===== src/hw/rtl/rme_pkg.sv =====
// Package with the shared types, constants and helper functions of the Euler angle block.
`timescale 1ns / 1ps
package rme_pkg;

  localparam int CORDIC_STEPS = 16;
  localparam int ANGLE_BITS   = 16;
  localparam int TABLE_LEN    = 24;
  localparam int CORDIC_ITERS = (CORDIC_STEPS < TABLE_LEN) ? CORDIC_STEPS : TABLE_LEN;

  localparam int ELEM_W  = 16;
  localparam int OP_W    = ELEM_W + 1;
  localparam int CW      = OP_W + 16 + 3;
  localparam int THR_W   = 15;
  localparam int OUT_W   = 16;

  localparam int RAD_W       = 32;
  localparam int SQRT_STEPS  = RAD_W / 2;
  localparam int REM_W       = SQRT_STEPS + 3;

  // Input register, product stage, sum stage, square root, selection, CORDIC, output register.
  localparam int PIPE_DEPTH = 6 + SQRT_STEPS + CORDIC_ITERS;

  localparam logic [THR_W-1:0] THR_RESET = THR_W'(1);

  localparam logic [31:0] ATAN_TAB [0:TABLE_LEN-1] = '{
    32'h20000000, 32'h12E4051E, 32'h09FB385B, 32'h051111D4,
    32'h028B0D43, 32'h0145D7E1, 32'h00A2F61E, 32'h00517C55,
    32'h0028BE53, 32'h00145F2F, 32'h000A2F98, 32'h000517CC,
    32'h00028BE6, 32'h000145F3, 32'h0000A2F9, 32'h0000517C,
    32'h000028BE, 32'h0000145F, 32'h00000A2F, 32'h00000517,
    32'h0000028B, 32'h00000145, 32'h000000A2, 32'h00000051
  };

  typedef struct packed {
    logic signed [ELEM_W-1:0] m00;
    logic signed [ELEM_W-1:0] m10;
    logic signed [ELEM_W-1:0] m20;
    logic signed [ELEM_W-1:0] m21;
    logic signed [ELEM_W-1:0] m22;
    logic signed [ELEM_W-1:0] m11;
    logic signed [ELEM_W-1:0] m12;
  } mat_t;

  typedef struct packed {
    logic [OUT_W-1:0] angle_x;
    logic [OUT_W-1:0] angle_y;
    logic [OUT_W-1:0] angle_z;
    logic             singular;
  } ang_t;

  // Rotation of step i, rounded half up to the accumulator width.
  function automatic logic [ANGLE_BITS-1:0] step_angle(input int i);
    logic [32:0] sum;
    sum = {1'b0, ATAN_TAB[i]} + (33'(1) << (31 - ANGLE_BITS));
    return ANGLE_BITS'(sum >> (32 - ANGLE_BITS));
  endfunction

  // Brings an accumulator angle to the 16-bit output scale.
  function automatic logic [OUT_W-1:0] to_out16(input logic [ANGLE_BITS-1:0] a);
    logic [ANGLE_BITS:0] t;
    logic [31:0]         w;
    t = '0;
    w = '0;
    if (ANGLE_BITS > OUT_W) begin
      t = {1'b0, a} + ((ANGLE_BITS+1)'(1) << ((ANGLE_BITS > OUT_W) ? ANGLE_BITS - 17 : 0));
      return OUT_W'(t >> ((ANGLE_BITS > OUT_W) ? ANGLE_BITS - OUT_W : 0));
    end else begin
      w = 32'(a) << ((ANGLE_BITS < OUT_W) ? OUT_W - ANGLE_BITS : 0);
      return OUT_W'(w);
    end
  endfunction

endpackage


===== src/hw/rtl/rme_cordic.sv =====
// Pipelined vectoring CORDIC that returns the angle of a vector as a fraction of a turn.
`timescale 1ns / 1ps
module rme_cordic (
  input  logic                                  clk,
  input  logic                                  en,
  input  logic signed [rme_pkg::OP_W-1:0]       y_in,
  input  logic signed [rme_pkg::OP_W-1:0]       x_in,
  output logic [rme_pkg::ANGLE_BITS-1:0]        angle
);

  localparam int N  = rme_pkg::CORDIC_ITERS;
  localparam int CW = rme_pkg::CW;
  localparam int AB = rme_pkg::ANGLE_BITS;
  localparam logic [AB-1:0] QUARTER = AB'(1) << (AB - 2);

  logic signed [CW-1:0] x    [0:N];
  logic signed [CW-1:0] y    [0:N];
  logic [AB-1:0]        acc  [0:N];
  logic                 zero [0:N];

  logic signed [CW-1:0] xs;
  logic signed [CW-1:0] ys;
  logic signed [CW-1:0] x0_next;
  logic signed [CW-1:0] y0_next;
  logic [AB-1:0]        acc0_next;

  assign xs = CW'(x_in) <<< 16;
  assign ys = CW'(y_in) <<< 16;

  // A vector in the left half-plane is turned by a quarter turn first.
  always_comb begin
    x0_next   = xs;
    y0_next   = ys;
    acc0_next = '0;
    if (x_in < 0) begin
      if (y_in >= 0) begin
        x0_next   = ys;
        y0_next   = -xs;
        acc0_next = QUARTER;
      end else begin
        x0_next   = -ys;
        y0_next   = xs;
        acc0_next = -QUARTER;
      end
    end
  end

  always_ff @(posedge clk) begin
    if (en) begin
      x[0]    <= x0_next;
      y[0]    <= y0_next;
      acc[0]  <= acc0_next;
      zero[0] <= (x_in == 0) && (y_in == 0);
    end
  end

  genvar i;
  generate
    for (i = 0; i < N; i++) begin : g_iter
      logic signed [CW-1:0] dx;
      logic signed [CW-1:0] dy;
      logic [AB-1:0]        da;
      assign dx = y[i] >>> i;
      assign dy = x[i] >>> i;
      assign da = rme_pkg::step_angle(i);

      always_ff @(posedge clk) begin
        if (en) begin
          if (y[i] >= 0) begin
            x[i+1]   <= x[i] + dx;
            y[i+1]   <= y[i] - dy;
            acc[i+1] <= acc[i] + da;
          end else begin
            x[i+1]   <= x[i] - dx;
            y[i+1]   <= y[i] + dy;
            acc[i+1] <= acc[i] - da;
          end
          zero[i+1] <= zero[i];
        end
      end
    end
  endgenerate

  assign angle = zero[N] ? '0 : acc[N];

endmodule


===== config.mk =====
export PLATFORM = sky130hd
export DESIGN_NAME = rme_cordic
export DESIGN_NICKNAME = d
export VERILOG_FILES = /design/src/hw/rtl/rme_pkg.sv /design/src/hw/rtl/rme_cordic.sv
export SDC_FILE = /design/constraint.sdc
export NUM_CORES = 2
export LEC_CHECK = 0
export ABC_AREA = 1
export BUFFER_PORTS_ARGS = -buffer_cell sky130_fd_sc_hd__buf_2
export CAP_MARGIN = 20
export CORE_ASPECT_RATIO = 1.75
export CORE_UTILIZATION = 50
export DETAILED_ROUTE_END_ITERATION = 10
export GPL_ROUTABILITY_DRIVEN = 0
export PLACE_DENSITY = 0.65
export SLEW_MARGIN = 20
export SYNTH_ARGS = -nofsm -noshare
export SYNTH_HDL_FRONTEND = slang
export SYNTH_SLANG_ARGS = --single-unit

===== constraint.sdc =====
create_clock -name clk -period 4.35 [get_ports clk]
set_input_delay 0.6525 -clock clk [delete_from_list [all_inputs] [get_ports clk]]
set_output_delay 0.6525 -clock clk [all_outputs]
set_load 0.03 [all_outputs]

==> summary.md <==
| Metric | Value |
|---|---|
| Outcome | finished, violations left |
| Failing checks | DRC |
| Startpoint types | register |
| Reg2Reg Launch Point | y[11][30] |
| Hold path depth | 3 |
| CTS tree | done |
| Clock-pin slew of the registers on the worst-case setup and hold paths | roughly 70 ps |
| RR Endpoint | x[12][29] |
| Final period util | 0.968 |
| Final wirelength | 410000 um |
| Synth top area share | 0.299 |
| Setup slack after layout | 141 ps |
| Yosys cell types | 65 |
| Via count | ~110k |
| Cell taking the most area after synthesis | edfxtp_1 |
| Routed Antenna Nets | 0 |
| Post-synth EDFFs | about 1100 |
| Fmax achieved | 0.238 GHz |
| DR iter-0 viols | 7924 |
| Synth warnings | 0 |
| Syn-to-layout area delta | 8.84% |
| Tmin final | 4210 ps |
| Total die area | 217000 um^2 |
| Layout cells sized above 1 | 0.0464 |
| Die width | 352 um |
| Row count | 224 |
| CP Capture Type | register |
| DRC Markers | 2 |
| Vias in the first global route | 104045 |
| Global Route Usage Sum | 0.371 |
| Starting Density | 0.504 |
| Yosys reg bits | 1069 |
| Boundary Pins | 52 |
| Top cells by count, synth | nand2_1 (3383), inv_1 (1869), nor2_1 (1794) |
| Die H | 615 um |
| Reg2Reg Depth | 14 |
| Layout Nets | approximately 16000 |
| CTS buffer count | 112 |
| Syn_area_per_cell | between 7 and 8 um^2 |
| Area of the multi-input gates | 67700 um^2 |
| WP data required | 4880 ps |
| Least-Margin Pin Slew | around 1100 ps |
| Sequential cell area | 32100 um^2 |
| Slew Viols, Final | 0 |
| Fill cells | roughly 21000 |
| Clk_skew | 47.3 ps |
| Overflow after GRT | 0 |
| Kind of critical path | reg -> reg |
| Antenna violations before repair | 19 |
| Relative slew slack | 0.249 |
| Root Driver | clkbuf_16 |
| Area contributors post-synth | edfxtp_1 (30%), ha_1 (12%), nand2_1 (12%) |
| Largest net degree at the start of global routing | around 130 |
| Main synth FF type | edfxtp_1 |
| Hold path endpoint | x[0][21] |
| Hold_buf cts | 0 |
| Worst Path Max Fanout | 6 |
| RSZ-0062 raised after global routing | true |
| DR WL/cell | around 23 um |
| Synth Instances | 14857 |
| Via-to-Cell Ratio | between 5 and 6 |
| Max Cap Viol | 0 |
| Final hold viol count | 0 |
| HPWL after DPL | 332000 um |
| Flop2flop setup slack | 140 ps |
| Count of clock tree sinks | 1069 |
| Ys async rst share | 0 |
| Worst min-delay path class | in -> reg |
| Post-Syn Area | 107000 um^2 |
| Hold slack final | 199 ps |
| Hold_sp | x_in[5] |
| Clk Latency, worst-skew pair | 800 ps |
| Deepest clock path buffer count | 3 |
| Most frequent cell after synthesis | nand2_1 |
| Core Region | 213000 um^2 |
| First-pass GRT wire length | 607000 um |
| Setup-failing EPs final | 0 |
| Critical path data arrival time | approximately 4700 ps |
| Buffers on Ports | 50 |
| H-tree depth | 3 |
| DR pass1 iterations | 11 |
| Pre-CTS setup slack | 47.8 ps |
| Sequential area share after synthesis | 0.299 |
-- cell families (layout without fill, tap and decap cells) --
group                      after synthesis  after routing  synth area share
and+or+nand+nor                       6703           6703             0.260
adders and majority gates             1054           1054             0.125
other                                    1             20         0.0000349
buffers and inverters                 2024           2460            0.0719
AOI/OAI and AO/OA                     2696           2696             0.138
DFF                                   1069           1069             0.299
xor gates and xnor gates              1310           1310             0.107
-- area by class of cell --
class / instances / area share
multi-input cells: 11767 / 0.579
clock inverters: 89 / 0.00694
inverters: 1888 / 0.0606
flip-flops and latches: 1069 / 0.275
well taps: 2825 / 0.0302
clock buffers: 123 / 0.0251
diodes: 16 / 0.000343
repair buffers: 360 / 0.0234
-- stage by stage --
step	setup TNS (ps)	std cells	area, um^2	util
floorplan	0	14860	107000	-
global placement	0	17907	113000	0.531
detailed placement	0	17907	113000	0.531
CTS	0	18119	117000	0.548
global route	-3.92	18128	117000	0.549
finish	0	18137	117000	0.549
-- registers in the layout (all words and copies together) (netlist names) --
register / count
x: 412
y: 424
zero: 17
acc: 216
-- worst max-delay path: stages (launching register included) --
cell,delay [ps]
edfxtp_1,660
nor2_1,270
nand2_1,80
nor4_1,330
nand4_1,550
o21ai_1,450
and2_1,180
ha_1,290
a21oi_1,340
o21a_1,240
nor2_1,50
nor3_1,290
nand2_1,90
nand2_1,70
nand2_1,50
-- how the worst max path moves through the flow --
stage / start / cells past startpoint / slack [ps] / to
after floorplan: en / 4 / 300 / acc[7][10]
after global placement: x[5][6] / 17 / 50 / y[6][32]
after detailed placement: x[5][6] / 17 / 50 / y[6][32]
after CTS: x[5][6] / 17 / 50 / y[6][32]
after global routing: y[5][7] / 21 / -4 / x[6][23]
final: y[11][30] / 14 / 140 / x[12][29]
-- layer usage --
layer / routed length, um / global-route usage
met2: 203000 / 0.664
met5: 88 / 0
met4: 58400 / 0.441
met3: 26700 / 0.0884
met1: 122000 / 0.307
-- layout by cell type, fill, tap and decap left out, drive strengths merged, types with 53 or more instances in the layout --
cell	n
clkbuf	123
o21ai	912
nand4	221
nor3	297
o21a	85
inv	1895
xor2	1018
edfxtp	1069
a21boi	56
o31ai	72
ha	1023
nor2	1809
a21o	112
a31oi	59
buf	360
nor4	53
a21oi	1271
nand2	3411
nand3	795
clkinv	57
xnor2	292
-- repair_timing --
action                     CTS  global route
resized for setup            0            15
setup endpoints to repair    0            39
setup buffers                0             1
Power is left out: the tool's default activity adds up to more than one toggle a clock period on the data nets, which glitch-free logic cannot reach.
