--- config.mk ---
export PLATFORM = sky130hd
export DESIGN_NAME = rme_sqrt
export DESIGN_NICKNAME = d
export VERILOG_FILES = /design/src/hw/rtl/rme_pkg.sv /design/src/hw/rtl/rme_sqrt.sv
export SDC_FILE = /design/constraint.sdc
export NUM_CORES = 1
export LEC_CHECK = 0
export BUFFER_PORTS_ARGS = -buffer_cell sky130_fd_sc_hd__buf_2
export CORE_MARGIN = 4
export CORE_UTILIZATION = 55
export CTS_CLUSTER_SIZE = 8
export DETAILED_ROUTE_END_ITERATION = 8
export GPL_ROUTABILITY_DRIVEN = 0
export PLACE_DENSITY_LB_ADDON = 0.05
export SYNTH_ARGS = -nofsm -noshare
export SYNTH_HDL_FRONTEND = slang
export SYNTH_SLANG_ARGS = --single-unit
--- constraint.sdc ---
create_clock -name clk -period 3.4 [get_ports clk]
set_clock_uncertainty 0.1 [all_clocks]
set_input_delay 0.34 -clock clk [delete_from_list [all_inputs] [get_ports clk]]
set_output_delay 0.34 -clock clk [all_outputs]
set_load 0.01 [all_outputs]
--- src/hw/rtl/rme_pkg.sv ---
// Package with the shared types, constants and helper functions of the Euler angle block.
`timescale 1ns / 1ps
package rme_pkg;

  localparam int CORDIC_STEPS = 16;
  localparam int ANGLE_BITS   = 16;
  localparam int TABLE_LEN    = 24;
  localparam int CORDIC_ITERS = (CORDIC_STEPS < TABLE_LEN) ? CORDIC_STEPS : TABLE_LEN;

  localparam int ELEM_W  = 16;
  localparam int OP_W    = ELEM_W + 1;
  localparam int CW      = OP_W + 16 + 3;
  localparam int THR_W   = 15;
  localparam int OUT_W   = 16;

  localparam int RAD_W       = 32;
  localparam int SQRT_STEPS  = RAD_W / 2;
  localparam int REM_W       = SQRT_STEPS + 3;

  // Input register, product stage, sum stage, square root, selection, CORDIC, output register.
  localparam int PIPE_DEPTH = 6 + SQRT_STEPS + CORDIC_ITERS;

  localparam logic [THR_W-1:0] THR_RESET = THR_W'(1);

  localparam logic [31:0] ATAN_TAB [0:TABLE_LEN-1] = '{
    32'h20000000, 32'h12E4051E, 32'h09FB385B, 32'h051111D4,
    32'h028B0D43, 32'h0145D7E1, 32'h00A2F61E, 32'h00517C55,
    32'h0028BE53, 32'h00145F2F, 32'h000A2F98, 32'h000517CC,
    32'h00028BE6, 32'h000145F3, 32'h0000A2F9, 32'h0000517C,
    32'h000028BE, 32'h0000145F, 32'h00000A2F, 32'h00000517,
    32'h0000028B, 32'h00000145, 32'h000000A2, 32'h00000051
  };

  typedef struct packed {
    logic signed [ELEM_W-1:0] m00;
    logic signed [ELEM_W-1:0] m10;
    logic signed [ELEM_W-1:0] m20;
    logic signed [ELEM_W-1:0] m21;
    logic signed [ELEM_W-1:0] m22;
    logic signed [ELEM_W-1:0] m11;
    logic signed [ELEM_W-1:0] m12;
  } mat_t;

  typedef struct packed {
    logic [OUT_W-1:0] angle_x;
    logic [OUT_W-1:0] angle_y;
    logic [OUT_W-1:0] angle_z;
    logic             singular;
  } ang_t;

  // Rotation of step i, rounded half up to the accumulator width.
  function automatic logic [ANGLE_BITS-1:0] step_angle(input int i);
    logic [32:0] sum;
    sum = {1'b0, ATAN_TAB[i]} + (33'(1) << (31 - ANGLE_BITS));
    return ANGLE_BITS'(sum >> (32 - ANGLE_BITS));
  endfunction

  // Brings an accumulator angle to the 16-bit output scale.
  function automatic logic [OUT_W-1:0] to_out16(input logic [ANGLE_BITS-1:0] a);
    logic [ANGLE_BITS:0] t;
    logic [31:0]         w;
    t = '0;
    w = '0;
    if (ANGLE_BITS > OUT_W) begin
      t = {1'b0, a} + ((ANGLE_BITS+1)'(1) << ((ANGLE_BITS > OUT_W) ? ANGLE_BITS - 17 : 0));
      return OUT_W'(t >> ((ANGLE_BITS > OUT_W) ? ANGLE_BITS - OUT_W : 0));
    end else begin
      w = 32'(a) << ((ANGLE_BITS < OUT_W) ? OUT_W - ANGLE_BITS : 0);
      return OUT_W'(w);
    end
  endfunction

endpackage

--- src/hw/rtl/rme_sqrt.sv ---
// Pipelined integer square root, one result bit per register stage.
`timescale 1ns / 1ps
module rme_sqrt (
  input  logic                              clk,
  input  logic                              en,
  input  logic [rme_pkg::RAD_W-1:0]         n,
  output logic [rme_pkg::SQRT_STEPS-1:0]    root
);

  localparam int S = rme_pkg::SQRT_STEPS;

  logic [rme_pkg::REM_W-1:0] rem  [0:S-1];
  logic [S-1:0]              rt   [0:S-1];
  logic [rme_pkg::RAD_W-1:0] rad  [0:S-1];

  logic [rme_pkg::REM_W-1:0] rem_next [0:S-1];
  logic [S-1:0]              rt_next  [0:S-1];
  logic [rme_pkg::RAD_W-1:0] rad_next [0:S-1];

  genvar k;
  generate
    for (k = 0; k < S; k++) begin : g_step
      logic [rme_pkg::REM_W-1:0] rem_in;
      logic [S-1:0]              rt_in;
      logic [rme_pkg::RAD_W-1:0] rad_in;
      logic [rme_pkg::REM_W-1:0] rem_sh;
      logic [rme_pkg::REM_W-1:0] trial;
      logic                      ge;

      if (k == 0) begin : g_first
        assign rem_in = '0;
        assign rt_in  = '0;
        assign rad_in = n;
      end else begin : g_rest
        assign rem_in = rem[k-1];
        assign rt_in  = rt[k-1];
        assign rad_in = rad[k-1];
      end

      // Bring down two radicand bits and try the next root bit.
      assign rem_sh = {rem_in[rme_pkg::REM_W-3:0], rad_in[rme_pkg::RAD_W-1 -: 2]};
      assign trial  = rme_pkg::REM_W'({rt_in, 2'b01});
      assign ge     = rem_sh >= trial;

      assign rem_next[k] = ge ? rem_sh - trial : rem_sh;
      assign rt_next[k]  = {rt_in[S-2:0], ge};
      assign rad_next[k] = rad_in << 2;

      always_ff @(posedge clk) begin
        if (en) begin
          rem[k] <= rem_next[k];
          rt[k]  <= rt_next[k];
          rad[k] <= rad_next[k];
        end
      end
    end
  endgenerate

  assign root = rt[S-1];

endmodule

==> qor.yml, run 1 <==
yosysMostFrequentCell: "edfxtp_1"
worstSetupStartpointType: "flip-flop"
drc: 0
final_hold_viol_count: 0
power.density_nw_per_um2: 623.4
diodes: 0
drv_cap: 0
syn_to_final_growth_pct: 13.65
synth_ff_type: "edfxtp_1"
netlist.area_leader.share_pct: 64.93
die_w_um: 235.0
slowest_stage: "o41ai_1"
start_util_pct: 56.05
setup_tns_ns: 0
drive_above_1_share_pct: 9.921
clkSinkCount: 613
slew_headroom_pct: 49.50
gr-total-overflow: 0
worstPathRequired_ns: 3.64
timing.hold.ws_ns: 0.08705
synth_edf_count: 613
syn_area_um2: 28350
worst-setup-path-type: "flip-flop to flip-flop"
synth_cell_types: 82
dp_hpwl_um: 34200
fin_crit_sh_pct: 92.28
grt_pass1_vias: 16510
port_buffers: 49
path_clk_slew_ns: 0.05
grt.total_usage_pct: 17.97
synth-seq-area-share_pct: 64.93
clockBufferDepth: 3
min_period_ns: 3.138
seqCellArea_um2: 18410
totalWireLength_um: 49800
dieArea_um2: 55240
die_h_um: 235.0
fmax_ghz: 0.3187
synthArstFlopShare_pct: 0
viasPerCell: 5.605
max_slew.worst_pin.slew_ns: 0.7506
max-vdd-ir-drop_v: 0.0005891
cp.arrival_ns: 3.38
drt_iter0_drc: 1134
coreArea_um2: 50580
synthTopCellsByCount: "edfxtp_1, inv_1, ha_1, nand2_1, nor2_1"
synth.area.top_cells: "edfxtp_1, ha_1, inv_1"
yosysTopAreaCell: "edfxtp_1"
syn-instance-count: 2120
wl_per_cell_um: 16.82
cts_buffers: 86
num_io_pins: 50
fill_cells: 3763
worstPathCellList: "ha_1 -> nor2b_1 -> o31a_1 -> o22a_1 -> o41ai_1 -> o21ai_0 -> nor3_1 -> mux2_2"
row_count: 82
static-leakage-power_nw: 12.47
cts_root_buf: "clkbuf_16"
multi_input_area_um2: 9091
syn_nets: 2306
ys_seq_elements: 613
vias: 16590
finalNetCount: 2468
first_pass_iters: 5
cp_max_fo: 4
ys_warn_count: 0
status: "finished clean"
drtAntennaViolNets: 0
grt_pass1_wl_um: 82230
setup_ws_ns: 0.2625
pre_cts_ws_ns: 0.2102
cp-end-kind: "flip-flop"
postCtsSetupBuffers: 0
setup_viol: 0
cts_tree: "yes"
hold_path.class: "primary input to flip-flop"
postSynthAreaPerCell_um2: 13.37
slew_viol_final: 0
critPathMaxStageDelay_ns: 0.49
insertion_delay_ns: 0.63
grt_max_degree: 95
rsz0062_at_grt: "no"
grt_antenna_before_repair: 0
htree_num_levels: 3
==> per-stage QoR <==
| stage | total power, mW | instances | utilization (%) | cell area (um2) |
|---|---|---|---|---|
| 2_1_floorplan | 11.83 | 2120 | - | 28350 |
| 3_3_place_gp | 12.59 | 2833 | 58.42 | 29550 |
| 3_5_place_dp | 12.70 | 2833 | 58.42 | 29550 |
| 4_1_cts | 20.31 | 2960 | 63.68 | 32210 |
| 5_1_grt | 21.08 | 2960 | 63.70 | 32220 |
| 6_report | 20.08 | 2960 | 63.70 | 32220 |
==> where the power goes <==
group / leakage (nW) / switching (mW) / internal, mW
registers: 5.87 / 0.437 / 9.33
logic: 5.47 / 1.59 / 1.27
clock network: 1.13 / 2.97 / 4.48
total: 12.5 / 5.00 / 15.1
==> logic make-up after synthesis <==
group / synth area share [%]
flops: 64.93
compound gates: 9.463
buf+inv: 3.050
simple gates: 9.273
xor+xnor: 4.758
other cells: 0.01323
mux: 1.805
fa+ha+maj: 6.708
==> sequential cells by signal, summed over array words and instances, names as in the netlist <==
signal / cells
rem: 237
rt: 136
rad: 240
==> layout make-up <==
type	instances	share of cell area [%]
Sequential cell	613	57.13
Multi-Input combinational cell	1286	28.22
Clock buffer	86	6.680
Tap cell	672	2.610
Timing Repair Buffer	101	2.532
Inverter	194	2.268
Clock inverter	8	0.5592
==> layout by cell type (no fill, tap or decap), drive strengths merged, types with 14 or more instances in the layout <==
cell type / count
nand4: 14
dlygate4sd3: 33
nand2: 125
nand2b: 30
buf: 68
ha: 152
a21oi: 104
a21o: 42
xor2: 74
o31ai: 14
nand3: 23
edfxtp: 613
clkbuf: 86
o21a: 34
a211oi: 18
nor4: 22
xnor2: 80
nor2: 121
inv: 195
nor3: 55
mux2: 38
o21ai: 120
nor2b: 30
or3: 27
==> worst paths after layout <==
kind,startpoint,cells past startpoint,to,slack (ns)
setup / recovery,rem[1][57]$_DFFE_PP_,8,rem[1][92]$_DFFE_PP_,0.26
hold reg to reg,rad[10][24]$_DFFE_PP_,0,rad[11][26]$_DFFE_PP_,0.31
setup reg to reg,rem[1][57]$_DFFE_PP_,8,rem[1][92]$_DFFE_PP_,0.26
hold / removal,en,1,rad[0][3]$_DFFE_PP_,0.09
==> worst max-delay path: cells and delay by family (launching register included) <==
family / cells / cell delay (ns)
AO/OA/AOI/OAI: 4 / 1.27
adder cells (fa/ha/maj): 1 / 0.37
flip-flops: 1 / 0.39
multiplexers: 1 / 0.36
AND/OR/NAND/NOR: 2 / 0.35
==> routing by layer <==
layer / wire (um) / share of wire, % / track usage (%)
met4: 1298 / 2.6 / 6.051
met2: 23680 / 48 / 29.19
met5: 0 / 0 / 0
met1: 22500 / 45 / 24.49
met3: 2316 / 4.7 / 3.670
==> repair_timing <==
action / CTS / global route
hold buffers: 33 / 0
resized for setup: 0 / 2
endpoints found under the hold margin: 33 / 0
setup endpoints to repair: 0 / 17
Note: power is estimated with default switching activity, not from simulation.
==> run 2, diff against run 1 <==
Settings changed: CTS_BUF_LIST set to sky130_fd_sc_hd__clkbuf_4.
==> qor.yml, run 2 (synthesis results as in run 1) <==
status: "finished clean"
fill_cells: 3853  # +2.4%
path_clk_slew_ns: 0.07  # +0.02 ns
final_cell_mix: "edfxtp_1, clkbuf_4, inv_1"
cts_buffers: 158  # +84%
syn_to_final_growth_pct: 13.89
dp_hpwl_um: 34200  # unchanged
start_util_pct: 56.05  # unchanged
reg.largest.list: "rad x240, rem x237, rt x136"
clockBufferDepth: 3  # unchanged
grt_antenna_before_repair: 1  # +1
slew_viol_final: 0  # unchanged
viasPerCell: 5.446  # -2.8%
cp_top_family: "compound AO/OA/AOI/OAI gates"
worstPathCellList: "ha_1 -> nor2b_1 -> o21ai_1 -> a21oi_1 -> o41ai_1 -> o21ai_0 -> a2111oi_0"
crit_buf_inv: 0  # unchanged
die_h_um: 235.0  # unchanged
grt_pass1_vias: 17360  # +5.2%
totalWireLength_um: 50930  # +2.3%
drt_iter0_drc: 1165  # +2.7%
slew_headroom_pct: 49.57  # +0.071 points
power.density_nw_per_um2: 588.7  # -5.6%
min_period_ns: 3.155  # +0.01780 ns
worst-setup-path-type: "flip-flop to flip-flop"
worstPathRequired_ns: 3.99  # +0.35 ns
drtAntennaViolNets: 0  # unchanged
htree_num_levels: 4  # +1
largest_reg_flops: 240  # unchanged
grt_max_degree: 95  # unchanged
finalNetCount: 2573  # +4.3%
wl_met3_um: 2973  # +28%
port_buffers: 49  # unchanged
setup_viol: 0  # unchanged
critPathMaxStageDelay_ns: 0.60  # +0.11 ns
dieArea_um2: 55240  # unchanged
grt_pass1_wl_um: 84170  # +2.4%
fin_crit_sh_pct: 92.80  # +0.52 points
wl_per_cell_um: 16.02  # -4.8%
clkSinkCount: 613  # unchanged
gr-total-overflow: 0  # unchanged
cp.arrival_ns: 3.74  # +0.36 ns
max-vdd-ir-drop_v: 0.0006438  # +9.3%
insertion_delay_ns: 0.99  # +0.36 ns
die_w_um: 235.0  # unchanged
first_pass_iters: 6  # +1
fmax_ghz: 0.3169  # -0.56%
drc: 0  # unchanged
multi_input_area_um2: 9091  # unchanged
num_io_pins: 50  # unchanged
top_layer_used: "met4"
static-leakage-power_nw: 12.69  # +1.7%
grt.total_usage_pct: 18.57  # +0.60 points
cp-end-kind: "flip-flop"
rsz0062_at_grt: "no"
met2WireLength_um: 24070  # +1.7%
seqCellArea_um2: 18410  # unchanged
drive_above_1_share_pct: 15.14  # +5.2 points
max_slew.worst_pin.slew_ns: 0.7495  # -0.001053 ns
cts_root_buf: "clkbuf_4"
place_area_um2: 29550  # unchanged
row_count: 82  # unchanged
slowest_stage: "a2111oi_0"
worstSetupStartpointType: "flip-flop"
drv_cap: 0  # unchanged
cp_max_fo: 5  # +1
vias: 17320  # +4.4%
coreArea_um2: 50580  # unchanged
cts_tree: "yes"
final_hold_viol_count: 0  # unchanged
fin_area_um2: 32290  # +0.22%
final_common_cell: "edfxtp_1"
m1WireLength_um: 22510  # about the same
max_flop_register: "rad"
hold_path.class: "flip-flop to flip-flop"
setup_tns_ns: 0  # unchanged
## run 2: where the power goes
group	leakage, nW	switching (mW)	internal, mW	total [mW]
sequential	5.87	0.439	9.31	9.75
clock	1.21	2.94	3.42	6.36
combinational	5.61	1.60	1.30	2.90
## run 2: path summary, 6_finish.rpt
| check | start | to | slack [ns] | cells after the start |
|---|---|---|---|---|
| setup / recovery | rem[1][19]$_DFFE_PP_ | rem[1][50]$_DFFE_PP_ | 0.24 | 7 |
| hold / removal | rad[5][16]$_DFFE_PP_ | rad[6][18]$_DFFE_PP_ | 0.30 | 0 |
| setup reg to reg | rem[1][19]$_DFFE_PP_ | rem[1][50]$_DFFE_PP_ | 0.24 | 7 |
| hold reg to reg | rad[5][16]$_DFFE_PP_ | rad[6][18]$_DFFE_PP_ | 0.30 | 0 |
## run 2: what timing repair did
action                     4_1_cts  5_1_grt
hold buffers                    66        0
hold endpoints to repair       380        0
gates resized for setup          0        2
setup buffers                    0        0
setup endpoints to repair        0       22
## run 2: worst register-to-register path, stage by stage (launching register included)
cell	delay (ns)
edfxtp_1	0.39
ha_1	0.37
nor2b_1	0.16
o21ai_1	0.23
a21oi_1	0.20
o41ai_1	0.58
o21ai_0	0.26
a2111oi_0	0.60
## run 2: routing by layer
metal / track usage (%) / up-vias
met3: 5.324 / 112
met1: 24.02 / 8239
met2: 29.38 / 438
met4: 8.414 / 0
met5: 0 / -
li1: - / 8529
## run 2: per-stage QoR
stage / std cells / hold slack, ns / utilization, % / total power [mW] / setup slack [ns]
3_3_place_gp: 2833 / 0.3006 / 58.42 / 12.59 / 0.3200
3_5_place_dp: 2833 / 0.3045 / 58.42 / 12.70 / 0.2102
4_1_cts: 3175 / 0.2144 / 63.79 / 19.24 / 0.1591
5_1_grt: 3176 / 0.2621 / 63.82 / 20.13 / 0.06497
6_report: 3180 / 0.2978 / 63.84 / 19.01 / 0.2447
2_1_floorplan: 2120 / 0.3003 / - / 11.83 / 0.6487
## run 2: area by class of cell
| type | instances | area share [%] |
|---|---|---|
| sequential | 613 | 57.01 |
| multi-input combinational | 1286 | 28.16 |
| clock buffer | 229 | 5.324 |
| timing repair buffer | 134 | 3.550 |
| tap | 672 | 2.604 |
| inverter | 194 | 2.263 |
| clock inverter | 47 | 1.054 |
| antenna | 5 | 0.03875 |
==> run 3, diff against run 2 <==
Settings changed: CORE_UTILIZATION 55 to 35.
==> qor.yml, run 3 (synthesis results as in run 1) <==
die_w_um: 292.6  # +24%
syn_to_final_growth_pct: 16.25
cts_tree: "yes"
cp-end-kind: "flip-flop"
grt_max_degree: 74  # -22%
seqCellArea_um2: 18410  # unchanged
gr-total-overflow: 0  # unchanged
cp_max_fo: 20  # +15
regToRegSetupSlack_ns: 0.20  # -0.04 ns
reg.largest.list: "rad x240, rem x237, rt x136"
drt_iter0_drc: 990  # -15%
grt_antenna_before_repair: 1  # unchanged
hold_path.class: "flip-flop to flip-flop"
totalWireLength_um: 54440  # +6.9%
post-route-util_pct: 40.98  # -23 points
min_path_cells: 0  # unchanged
clockBufferDepth: 3  # unchanged
final_hold_viol_count: 0  # unchanged
max_flop_register: "rad"
multi_input_area_um2: 9082  # about the same
wl_per_cell_um: 15.09  # -5.8%
num_io_pins: 50  # unchanged
insertion_delay_ns: 0.95  # -0.04 ns
reg2reg_to: "rem[1][102]$_DFFE_PP_"
cts_resized: 0  # unchanged
worstHoldStart: "rad[5][27]$_DFFE_PP_"
coreArea_um2: 80420  # +59%
row_count: 104  # +27%
r2r-start: "rem[1][87]$_DFFE_PP_"
slew_headroom_pct: 38.19  # -11 points
critPathMaxStageDelay_ns: 0.62  # +0.02 ns
start_util_pct: 35.25  # -21 points
viasPerCell: 4.798  # -12%
slew_viol_final: 0  # unchanged
max_slew.worst_pin.slew_ns: 0.9244  # +0.1749 ns
dieArea_um2: 85620  # +55%
max-vdd-ir-drop_v: 0.0002666  # -59%
grt.total_usage_pct: 12.76  # -5.8 points
fill_cells: 7695  # +100%
final_common_cell: "edfxtp_1"
reg2regPathDepth: 10  # +3
dp_hpwl_um: 37820  # +11%
worstPathCellList: "ha_1 -> and3_1 -> nand3_1 -> nor4_1 -> buf_4 -> nor3_1 -> o211a_1 -> buf_4 -> nand2_1 -> o21ai_0"
path_common_cell: "buf_4"
min_period_ns: 3.196  # +0.04044 ns
power.density_nw_per_um2: 581.9  # -1.2%
clkSinkCount: 613  # unchanged
path_clk_slew_ns: 0.06  # about the same
drv_cap: 0  # unchanged
fmax_ghz: 0.3129  # -1.3%
grt_pass1_vias: 17520  # +0.92%
slowest_stage: "nor4_1"
port_buffers: 49  # unchanged
setup_tns_ns: 0  # unchanged
cts_root_buf: "clkbuf_4"
holdPathEnd: "rad[6][29]$_DFFE_PP_"
final_cell_mix: "edfxtp_1, clkbuf_4, inv_1"
cts_buffers: 172  # +8.9%
postCtsSetupBuffers: 0  # unchanged
grt_pass1_wl_um: 88960  # +5.7%
status: "finished clean"
drc: 0  # unchanged
drtAntennaViolNets: 0  # unchanged
first_pass_iters: 6  # unchanged
finalNetCount: 2601  # +1.1%
static-leakage-power_nw: 12.84  # +1.1%
largest_reg_flops: 240  # unchanged
rsz0062_at_grt: "no"
die_h_um: 292.6  # +24%
drive_above_1_share_pct: 16.26  # +1.1 points
worstPathRequired_ns: 3.94  # -0.05 ns
worstSetupStartpointType: "flip-flop"
vias: 17310  # -0.040%
htree_num_levels: 4  # unchanged
fin_crit_sh_pct: 93.99  # +1.2 points
setup_viol: 0  # unchanged
cp.arrival_ns: 3.73  # about the same
worst-setup-path-type: "flip-flop to flip-flop"
-- run 3: cell count changes in the layout (fill, tap and decap cells not counted), moves of 2 or more --
cell | previous run | this run
diode_2 | 5 | 2
inv_8 | 1 | 4
buf_4 | 12 | 27
clkinv_1 | 30 | 37
inv_6 | 8 | 5
bufinv_16 | 4 | 0
clkinv_4 | 1 | 3
clkbuf_4 | 229 | 251
-- run 3: what timing repair did --
| item | CTS | global route |
|---|---|---|
| hold buffers | 66 | 0 |
| setup endpoints to repair | 0 | 0 |
| endpoints found under the hold margin | 316 | 0 |
-- run 3: layer usage --
layer / vias to the layer above / global-route usage [%] / wire length [um]
met5: - / 0 / 0
met2: 373 / 20.45 / 25410
met4: 0 / 5.238 / 1285
met1: 8224 / 16.43 / 24920
met3: 110 / 3.495 / 2828
li1: 8604 / - / -
-- run 3: worst max-delay path, delay by kind of cell (launching register included) --
| family | cells | cell delay (ns) |
|---|---|---|
| AO/OA/AOI/OAI | 2 | 0.32 |
| adder cells (fa/ha/maj) | 1 | 0.42 |
| buffers and inverters | 2 | 0.47 |
| flip-flops | 1 | 0.43 |
| AND/OR/NAND/NOR | 5 | 1.16 |
-- run 3: area by class of cell --
cell class	count	area share, %
sequential	613	55.86
multi-input combinational	1286	27.56
clock buffer	251	5.718
tap	1060	4.024
timing repair buffer	148	3.759
inverter	194	2.217
clock inverter	54	0.8504
antenna	2	0.01519
-- run 3: how the worst max path moves through the flow --
stage	from	endpoint	slack, ns	cells after the start
final	rem[1][87]$_DFFE_PP_	rem[1][102]$_DFFE_PP_	0.20	10
after CTS	rem[1][86]$_DFFE_PP_	rem[1][102]$_DFFE_PP_	0.30	10
after global placement	rem[1][57]$_DFFE_PP_	rem[1][92]$_DFFE_PP_	0.31	8
after detailed placement	rt[5][0]$_DFFE_PP_	rem[1][69]$_DFFE_PP_	0.31	10
after floorplan	rem[1][40]$_DFFE_PP_	rem[1][69]$_DFFE_PP_	0.65	8
after global routing	rem[1][86]$_DFFE_PP_	rem[1][102]$_DFFE_PP_	0.03	10
-- run 3: metrics by stage --
| step | area, um2 | total power, mW | std cells | worst slack [ns] | hold slack [ns] |
|---|---|---|---|---|---|
| detailed placement | 30130 | 12.77 | 3235 | 0.3068 | 0.3045 |
| global placement | 30130 | 12.74 | 3235 | 0.3138 | 0.3003 |
| CTS | 32950 | 19.62 | 3606 | 0.3032 | 0.2245 |
| floorplan | 28350 | 11.83 | 2120 | 0.6487 | 0.3003 |
| global route | 32960 | 20.48 | 3608 | 0.03220 | 0.2925 |
| finish | 32960 | 19.18 | 3608 | 0.2042 | 0.2929 |
-- run 3: where the power goes --
part	internal (mW)	switching [mW]
registers	9.31	0.439
clock network	3.42	3.09
logic	1.31	1.61
total	14.0	5.14
